===== config.mk =====
export PLATFORM = sky130hd
export DESIGN_NAME = apu_sqrt
export DESIGN_NICKNAME = d
export VERILOG_FILES = /design/src/sv/apu_pkg.sv /design/src/sv/apu_sqrt.sv
export SDC_FILE = /design/constraint.sdc
export NUM_CORES = 2
export LEC_CHECK = 0
export ABC_CLOCK_PERIOD_IN_PS = 12050
export BUFFER_PORTS_ARGS = -buffer_cell sky130_fd_sc_hd__buf_4
export CAP_MARGIN = 20
export CORE_MARGIN = 3
export CORE_UTILIZATION = 40
export DETAILED_ROUTE_END_ITERATION = 8
export PLACE_DENSITY_LB_ADDON = 0.3
export RECOVER_POWER = 50
export SKIP_CTS_REPAIR_TIMING = 1
export SLEW_MARGIN = 30
export SYNTH_ARGS = -nofsm -noshare
export SYNTH_HDL_FRONTEND = slang
export SYNTH_SLANG_ARGS = --single-unit

===== constraint.sdc =====
create_clock -name clk -period 12.05 [get_ports clk]
set_input_delay 2.41 -clock clk [delete_from_list [all_inputs] [get_ports clk]]
set_output_delay 2.41 -clock clk [all_outputs]
set_load 0.02 [all_outputs]

===== src/sv/apu_pkg.sv =====
`default_nettype none
package apu_pkg;

  localparam int ELEM_DEPTH = 4096;
  localparam int ADDR_W     = $clog2(ELEM_DEPTH);
  // root bits per stage: two, so 16 stages for a 32-bit root
  localparam int SQ_STAGES  = 16;
  // quotient bits per stage: two, so 21 stages for 42 bits
  localparam int DV_STAGES  = 21;
  localparam int Q_W        = 2 * DV_STAGES;

  localparam logic signed [63:0] S32_MAX = 64'sd2147483647;
  localparam logic signed [63:0] S32_MIN = -64'sd2147483648;

  typedef enum logic [2:0] {
    REG_BETA_FIRST    = 3'd0,
    REG_BETA_SECOND   = 3'd1,
    REG_LEARNING_RATE = 3'd2,
    REG_EPSILON       = 3'd3,
    REG_BIAS_FIRST    = 3'd4,
    REG_BIAS_SECOND   = 3'd5
  } reg_idx_t;

  typedef struct packed {
    logic [15:0] beta_first;
    logic [15:0] beta_second;
    logic [23:0] learning_rate;
    logic [15:0] epsilon;
    logic [31:0] bias_recip_first;
    logic [31:0] bias_recip_second;
  } cfg_t;

  typedef struct packed {
    logic signed [31:0] val;
    logic signed [31:0] mn;
    logic signed [31:0] vn;
  } mom_t;

  typedef struct packed {
    logic               neg;
    logic signed [31:0] val;
    logic [47:0]        mhat;
  } pay_t;

  typedef struct packed {
    pay_t        pay;
    logic [46:0] vhat;
  } hat_t;

  typedef struct packed {
    pay_t        pay;
    logic [31:0] root;
  } root_t;

  typedef struct packed {
    logic               neg;
    logic signed [31:0] val;
    logic [Q_W:0]       s24;
  } step_t;

  typedef struct packed {
    logic [33:0] rem;
    logic [31:0] root;
    logic [63:0] x;
  } sq_t;

  typedef struct packed {
    logic [32:0]    rem;
    logic [Q_W-1:0] q;
    logic [Q_W-1:0] n;
  } dv_t;

  function automatic logic signed [31:0] sat32(input logic signed [63:0] x);
    logic signed [31:0] r;
    if (x > S32_MAX) r = 32'sh7FFFFFFF;
    else if (x < S32_MIN) r = 32'sh80000000;
    else r = x[31:0];
    return r;
  endfunction

  // divide by 65536, rounding half up
  function automatic logic signed [63:0] rnd16(input logic signed [63:0] x);
    return (x + 64'sd32768) >>> 16;
  endfunction

  function automatic sq_t sqrt_step(input sq_t s);
    sq_t         r;
    logic [35:0] t;
    logic [35:0] trial;
    t     = {s.rem, s.x[63:62]};
    trial = {2'b00, s.root, 2'b01};
    r.x   = {s.x[61:0], 2'b00};
    if (t >= trial) begin
      r.rem  = 34'(t - trial);
      r.root = {s.root[30:0], 1'b1};
    end else begin
      r.rem  = t[33:0];
      r.root = {s.root[30:0], 1'b0};
    end
    return r;
  endfunction

  function automatic dv_t div_step(input dv_t s, input logic [32:0] den);
    dv_t         r;
    logic [33:0] t;
    t   = {s.rem, s.n[Q_W-1]};
    r.n = {s.n[Q_W-2:0], 1'b0};
    if (t >= {1'b0, den}) begin
      r.rem = 33'(t - {1'b0, den});
      r.q   = {s.q[Q_W-2:0], 1'b1};
    end else begin
      r.rem = t[32:0];
      r.q   = {s.q[Q_W-2:0], 1'b0};
    end
    return r;
  endfunction

endpackage
`default_nettype wire


===== src/sv/apu_sqrt.sv =====
`default_nettype none
module apu_sqrt (
  input  logic           clk,
  input  logic           rst_n,
  input  logic           up_valid,
  output logic           up_ready,
  input  apu_pkg::hat_t  up_data,
  output logic           dn_valid,
  input  logic           dn_ready,
  output apu_pkg::root_t dn_data
);
  import apu_pkg::*;

  logic [SQ_STAGES-1:0] vld_r;
  logic [SQ_STAGES-1:0] go;
  sq_t                  sq_r   [SQ_STAGES];
  sq_t                  sq_nxt [SQ_STAGES];
  pay_t                 pay_r  [SQ_STAGES];
  sq_t                  sq_init;

  // radicand is vhat in Q16.16 shifted up once more by 16
  assign sq_init = '{rem: '0, root: '0, x: {1'b0, up_data.vhat, 16'd0}};

  always_comb begin
    go[SQ_STAGES-1] = !vld_r[SQ_STAGES-1] || dn_ready;
    for (int i = SQ_STAGES - 2; i >= 0; i--) go[i] = !vld_r[i] || go[i+1];
    sq_nxt[0] = sqrt_step(sqrt_step(sq_init));
    for (int i = 1; i < SQ_STAGES; i++) sq_nxt[i] = sqrt_step(sqrt_step(sq_r[i-1]));
  end

  assign up_ready = go[0];
  assign dn_valid = vld_r[SQ_STAGES-1];
  assign dn_data  = '{pay: pay_r[SQ_STAGES-1], root: sq_r[SQ_STAGES-1].root};

  always_ff @(posedge clk) begin
    if (!rst_n) begin
      vld_r <= '0;
    end else begin
      if (go[0]) vld_r[0] <= up_valid;
      for (int i = 1; i < SQ_STAGES; i++) begin
        if (go[i]) vld_r[i] <= vld_r[i-1];
      end
    end
  end

  always_ff @(posedge clk) begin
    if (go[0]) begin
      sq_r[0]  <= sq_nxt[0];
      pay_r[0] <= up_data.pay;
    end
    for (int i = 1; i < SQ_STAGES; i++) begin
      if (go[i]) begin
        sq_r[i]  <= sq_nxt[i];
        pay_r[i] <= pay_r[i-1];
      end
    end
  end

endmodule
`default_nettype wire


# Word-level counts from Yosys, hierarchy flattened
# Memory sizes are Yosys's and may differ from the RTL's.
# Cells that the tools add are included.
[word_totals]
regBits = 16
latch_bits = 0
mem_bits_rw = 3312
romBits = 0
inputBits = 132
output_inout_bits = 115
elab_cells = 178
n_memories = 2
[classes]
addsub = 32
mul = 0
div = 0
n_lt_le_gt_ge = 32
n_eq_ne = 0
n_shift = 0
n_mux = 64
n_bitwise = 0
n_reduce_logical = 32
[mem_list]
columns = ["name", "depth", "word_bits", "rd", "rd_ports_with_merged_regs", "write_ports", "line", "rtl"]
rows = [
  ["sq_r", 16, 126, 16, 0, 16, "apu_sqrt.sv:16", "sq_t sq_r [SQ_STAGES];"],
  ["pay_r", 16, 81, 16, 0, 16, "apu_sqrt.sv:18", "pay_t pay_r [SQ_STAGES];"],
]
[ops]
columns = ["operator", "n"]
rows = [
  ["2-to-1 mux 66 bit", 32],
  [">= comparator 36 x 34 -> 1 bit", 31],
  ["subtractor 34 bit", 31],
  ["2-to-1 mux 1 bit", 32],
  ["logical NOT 1 bit", 16],
  ["logical OR 1 bit", 16],
  ["subtractor 1 x 1 -> 2 bit (second input constant)", 1],
  [">= comparator 1 bit (second input constant)", 1],
]

# Longest topological paths before layout
[depth]
word_depth = 19
mapped_depth = 32
ltp_nobuf = 28

# Worst setup path before layout
# Ideal clock, no wire load.
[synth_timing]
path_kind = "input to output"
start = "input port dn_ready"
end = "output port up_ready"
t_arrival_ns = 7.240
required_time_ns = 9.640
setup_slack_ns = 2.400
path_stages = 9
path_buffers = 0
cell_sequence = "nor2b_1 > and3_1 > and3_1 > and2_1 > and3_1 > and3_1 > and3_1 > and3_1 > nand3_1"
[synth_via]
elab_chain_cells = 16
[synth_rtl]
columns = ["item", "line", "rtl"]
rows = [
  ["start: declaration", "apu_sqrt.sv:9", "input logic dn_ready,"],
  ["logical OR 1 bit", "apu_sqrt.sv:25", "go[SQ_STAGES-1] = !vld_r[SQ_STAGES-1] || dn_ready;"],
  ["logical OR 1 bit (15 in a row)", "apu_sqrt.sv:26", "for (int i = SQ_STAGES - 2; i >= 0; i--) go[i] = !vld_r[i] || go[i+1];"],
  ["end: declaration", "apu_sqrt.sv:6", "output logic up_ready,"],
]
# No other way between the ends.

==> impl_metrics.csv <==
group,metric,value,unit
outcome,status,"finished with violations",
outcome,violations,"max-capacitance violations, max-slew violations",
global_route,grt.total_usage,0.177,
timing,rsz0062_at_grt,"no",
synthesis,syn_area,112000,um2
clock_network,insertion_delay,0.94,ns
timing,fmax,0.105,GHz
timing,period_share,0.792,
route,wl_met3,11.3,mm
critical_path,r2r_slack,2.51,ns
critical_path,cpLargestDelayFamily,"simple AND/OR/NAND/NOR gates",
clock_network,cts_root_buf,"clkbuf_16",
clock_network,clk_pin_slew_worst_paths,0.06,ns
die,core_area,278000,um2
job,maxCapViolCount,14,
hold_path,worstHoldPathCells,0,
synthesis,synthTopCellsByArea,"edfxtp_1 62%, ha_1 6.0%, xnor2_1 3.4%",
critical_path,cp.required,12.63,ns
critical_path,cp.arrival,10.12,ns
synthesis,ys_warn_count,0,
placement,gp_congestion,0.915,
synthesis,netlist.area_leader.share,0.617,
route,vias,69600,
synthesis,synth_cell_types,108,
route,met2_length,126,mm
die,die-area,287000,um2
global_route,grt_pass1_vias,68300,
cells_and_area,syn_to_final_growth,11.6,%
die,initial_utilization,0.404,
route,totalWireLength,261,mm
timing,hold_viol,0,
route,drt_pass1_iterations,6,
timing,fin_crit,9.54,ns
critical_path,crit_type,"reg -> reg",
synthesis,avgSynthCellArea,12.7,um2
route,ant_nets,0,
placement,port-buffer-count,246,
placement,hpwl,196,mm
route,drcViolationCount,0,
synthesis,ys_ff_latch,2326,
synthesis,ys.flop_type,"edfxtp_1",
clock_network,cts_made_buffers,240,
die,chipHeight,536,um
synthesis,syn-num-nets,9551,
timing,slew_headroom,-2.22,
placement,post-place-ws,3.46,ns
timing,worstMarginPinSlew,4.80,ns
critical_path,cp_max_fo,43,
timing,fin_skew,0.115,ns
route,top_layer,"met5",
clock_network,cts_tree,"yes",
global_route,antenna_found_initial,19,
clock_network,clock_path_buffers,4,
synthesis,synth_area_leader_cell,"edfxtp_1",
synthesis,synth_edf_count,2310,
critical_path,slowest_delay,1.50,ns
die,rows,193,
critical_path,cpMaxStageDelayCell,"clkbuf_1",
route,drtIter0Drc,5312,
synthesis,yosysMostFrequentCell,"edfxtp_1",
timing,worst_slack,2.51,ns
die,ioPinCount,247,
global_route,grt_max_degree,130,
critical_path,reg2regPathDepth,26,
hold_path,min_to,"pay_r[0][544]",
route,wl_per_cell,20.0,um
global_route,grt_pass1_wl,399,mm
critical_path,reg2reg_to,"sq_r[1][500]",
cells_and_area,fill_cells,24800,
cells_and_area,nNetsFinal,9798,
power,leakage,49.1,nW
synthesis,ys_seq_area_frac,0.620,
route,via_per_inst,5.34,
critical_path,crit_path_end_kind,"flip-flop",
route,met1Wirelength,116,mm
global_route,grt_overflow_total,0,
hold_path,min-delay-start,"pay_r[0][463]",
critical_path,worstSetupStartpointType,"flip-flop",
timing,setup_viol,0,
timing,setup_tns,0,ns
clock_network,cts.sinks,2326,
cells_and_area,drive_above_1_share,0.0872,
critical_path,rr_startpoint,"sq_r[1][332]",
synthesis,ys_async_sr_fraction,0,
power,p_per_area,192,nW/um2
timing,drv_slew,700,
hold_path,hold_class,"reg -> reg",
power,peakVddDrop,0.152,mV
synthesis,synth_commonest_cells,"2310 x edfxtp_1, 599 x nor2_1, 595 x a21oi_1",
clock_network,cts_htree_levels,4,
synthesis,postSynthCellCount,8875,
cells_and_area,fin_util,0.451,
critical_path,critical_path_buf_inv_count,5,
die,die_w,536,um
registers in the layout (all words and copies together) (netlist names):
| name | cells |
|---|---|
| pay_r | 1296 |
| sq_r | 1014 |
| vld_r | 16 |
area by class of cell:
class | instances | area [um2] | share of cell area
Sequential cell | 2326 | 69700 | 0.556
Multi-Input combinational cell | 5755 | 39300 | 0.314
Clock buffer | 300 | 6360 | 0.0508
Tap cell | 3705 | 4640 | 0.0370
Timing Repair Buffer | 307 | 2040 | 0.0163
Inverter | 492 | 1880 | 0.0150
Clock inverter | 147 | 1410 | 0.0113
Antenna cell | 2 | 5.00 | 0.0000399
through the flow:
step	total power, mW	hold slack, ns	cells	instance area, um2
global route	25.4	0.342	13000	125000
CTS	24.3	0.332	13000	126000
detailed placement	16.9	0.405	12600	118000
global placement	16.8	0.400	12600	118000
finish	24.1	0.332	13000	125000
floorplan	15.3	0.400	8875	112000
cell usage in the layout, fill, tap and decap left out, types with 77 or more instances in the layout:
master,instances
a21o_1,235
a21oi_1,595
buf_4,101
clkbuf_1,129
clkbuf_16,242
clkbuf_4,124
edfxtp_1,2310
ha_1,537
inv_1,473
nand2_1,581
nand2b_1,97
nand3_1,186
nand4_1,94
nor2_1,598
nor2b_1,77
nor3_1,188
nor4_1,88
o21a_1,91
o21ai_0,413
o31ai_1,78
xnor2_1,434
xor2_1,291
cells by family after synthesis:
logic type	count (synthesis)	share of synthesized area
DFF	2326	0.620
adders and majority gates	544	0.0610
AOI/OAI and AO/OA	1966	0.112
and+or+nand+nor	2410	0.109
buffers and inverters	794	0.0307
xor gates and xnor gates	726	0.0566
muxes	109	0.0106
report_power, final:
part	internal [mW]	switching, mW	total [mW]
combinational	2.45	3.54	5.99
sequential	10.1	0.767	10.8
clock	4.14	3.08	7.22
worst register-to-register path, cell delays in order (launching register included):
cell,delay (ns)
edfxtp_1,0.35
inv_1,0.08
ha_1,0.44
nand4_1,0.25
or4_1,0.50
or3_1,0.42
o221ai_1,0.31
a21o_1,0.12
clkbuf_1,1.50
inv_1,1.01
nand2_1,0.24
o21ai_0,0.16
ha_1,0.45
and4_1,0.29
nor4b_1,0.81
nor2b_1,0.34
nand3_1,0.13
nor2_1,0.12
a31oi_1,0.06
a2bb2oi_1,0.19
nand3_1,0.12
nor4_2,0.04
buf_4,0.21
inv_2,0.55
nand2b_1,0.20
nor4_1,0.27
xnor2_1,0.12
routing by layer:
metal  track usage  vias up
met5             0        -
met3        0.0200      372
met1         0.238    33700
met4        0.0536        2
li1              -    33800
met2         0.300     1765
worst max path at each step:
stage,start,slack [ns],cells past startpoint,to
global placement,dn_ready,3.50,11,up_ready
detailed placement,dn_ready,3.46,11,up_ready
global route,sq_r[1][332],1.76,25,sq_r[1][500]
finish,sq_r[1][332],2.51,26,sq_r[1][500]
CTS,dn_ready,3.41,11,up_ready
floorplan,dn_ready,2.40,9,up_ready
No activity file was read; power rests on OpenSTA's default activity.
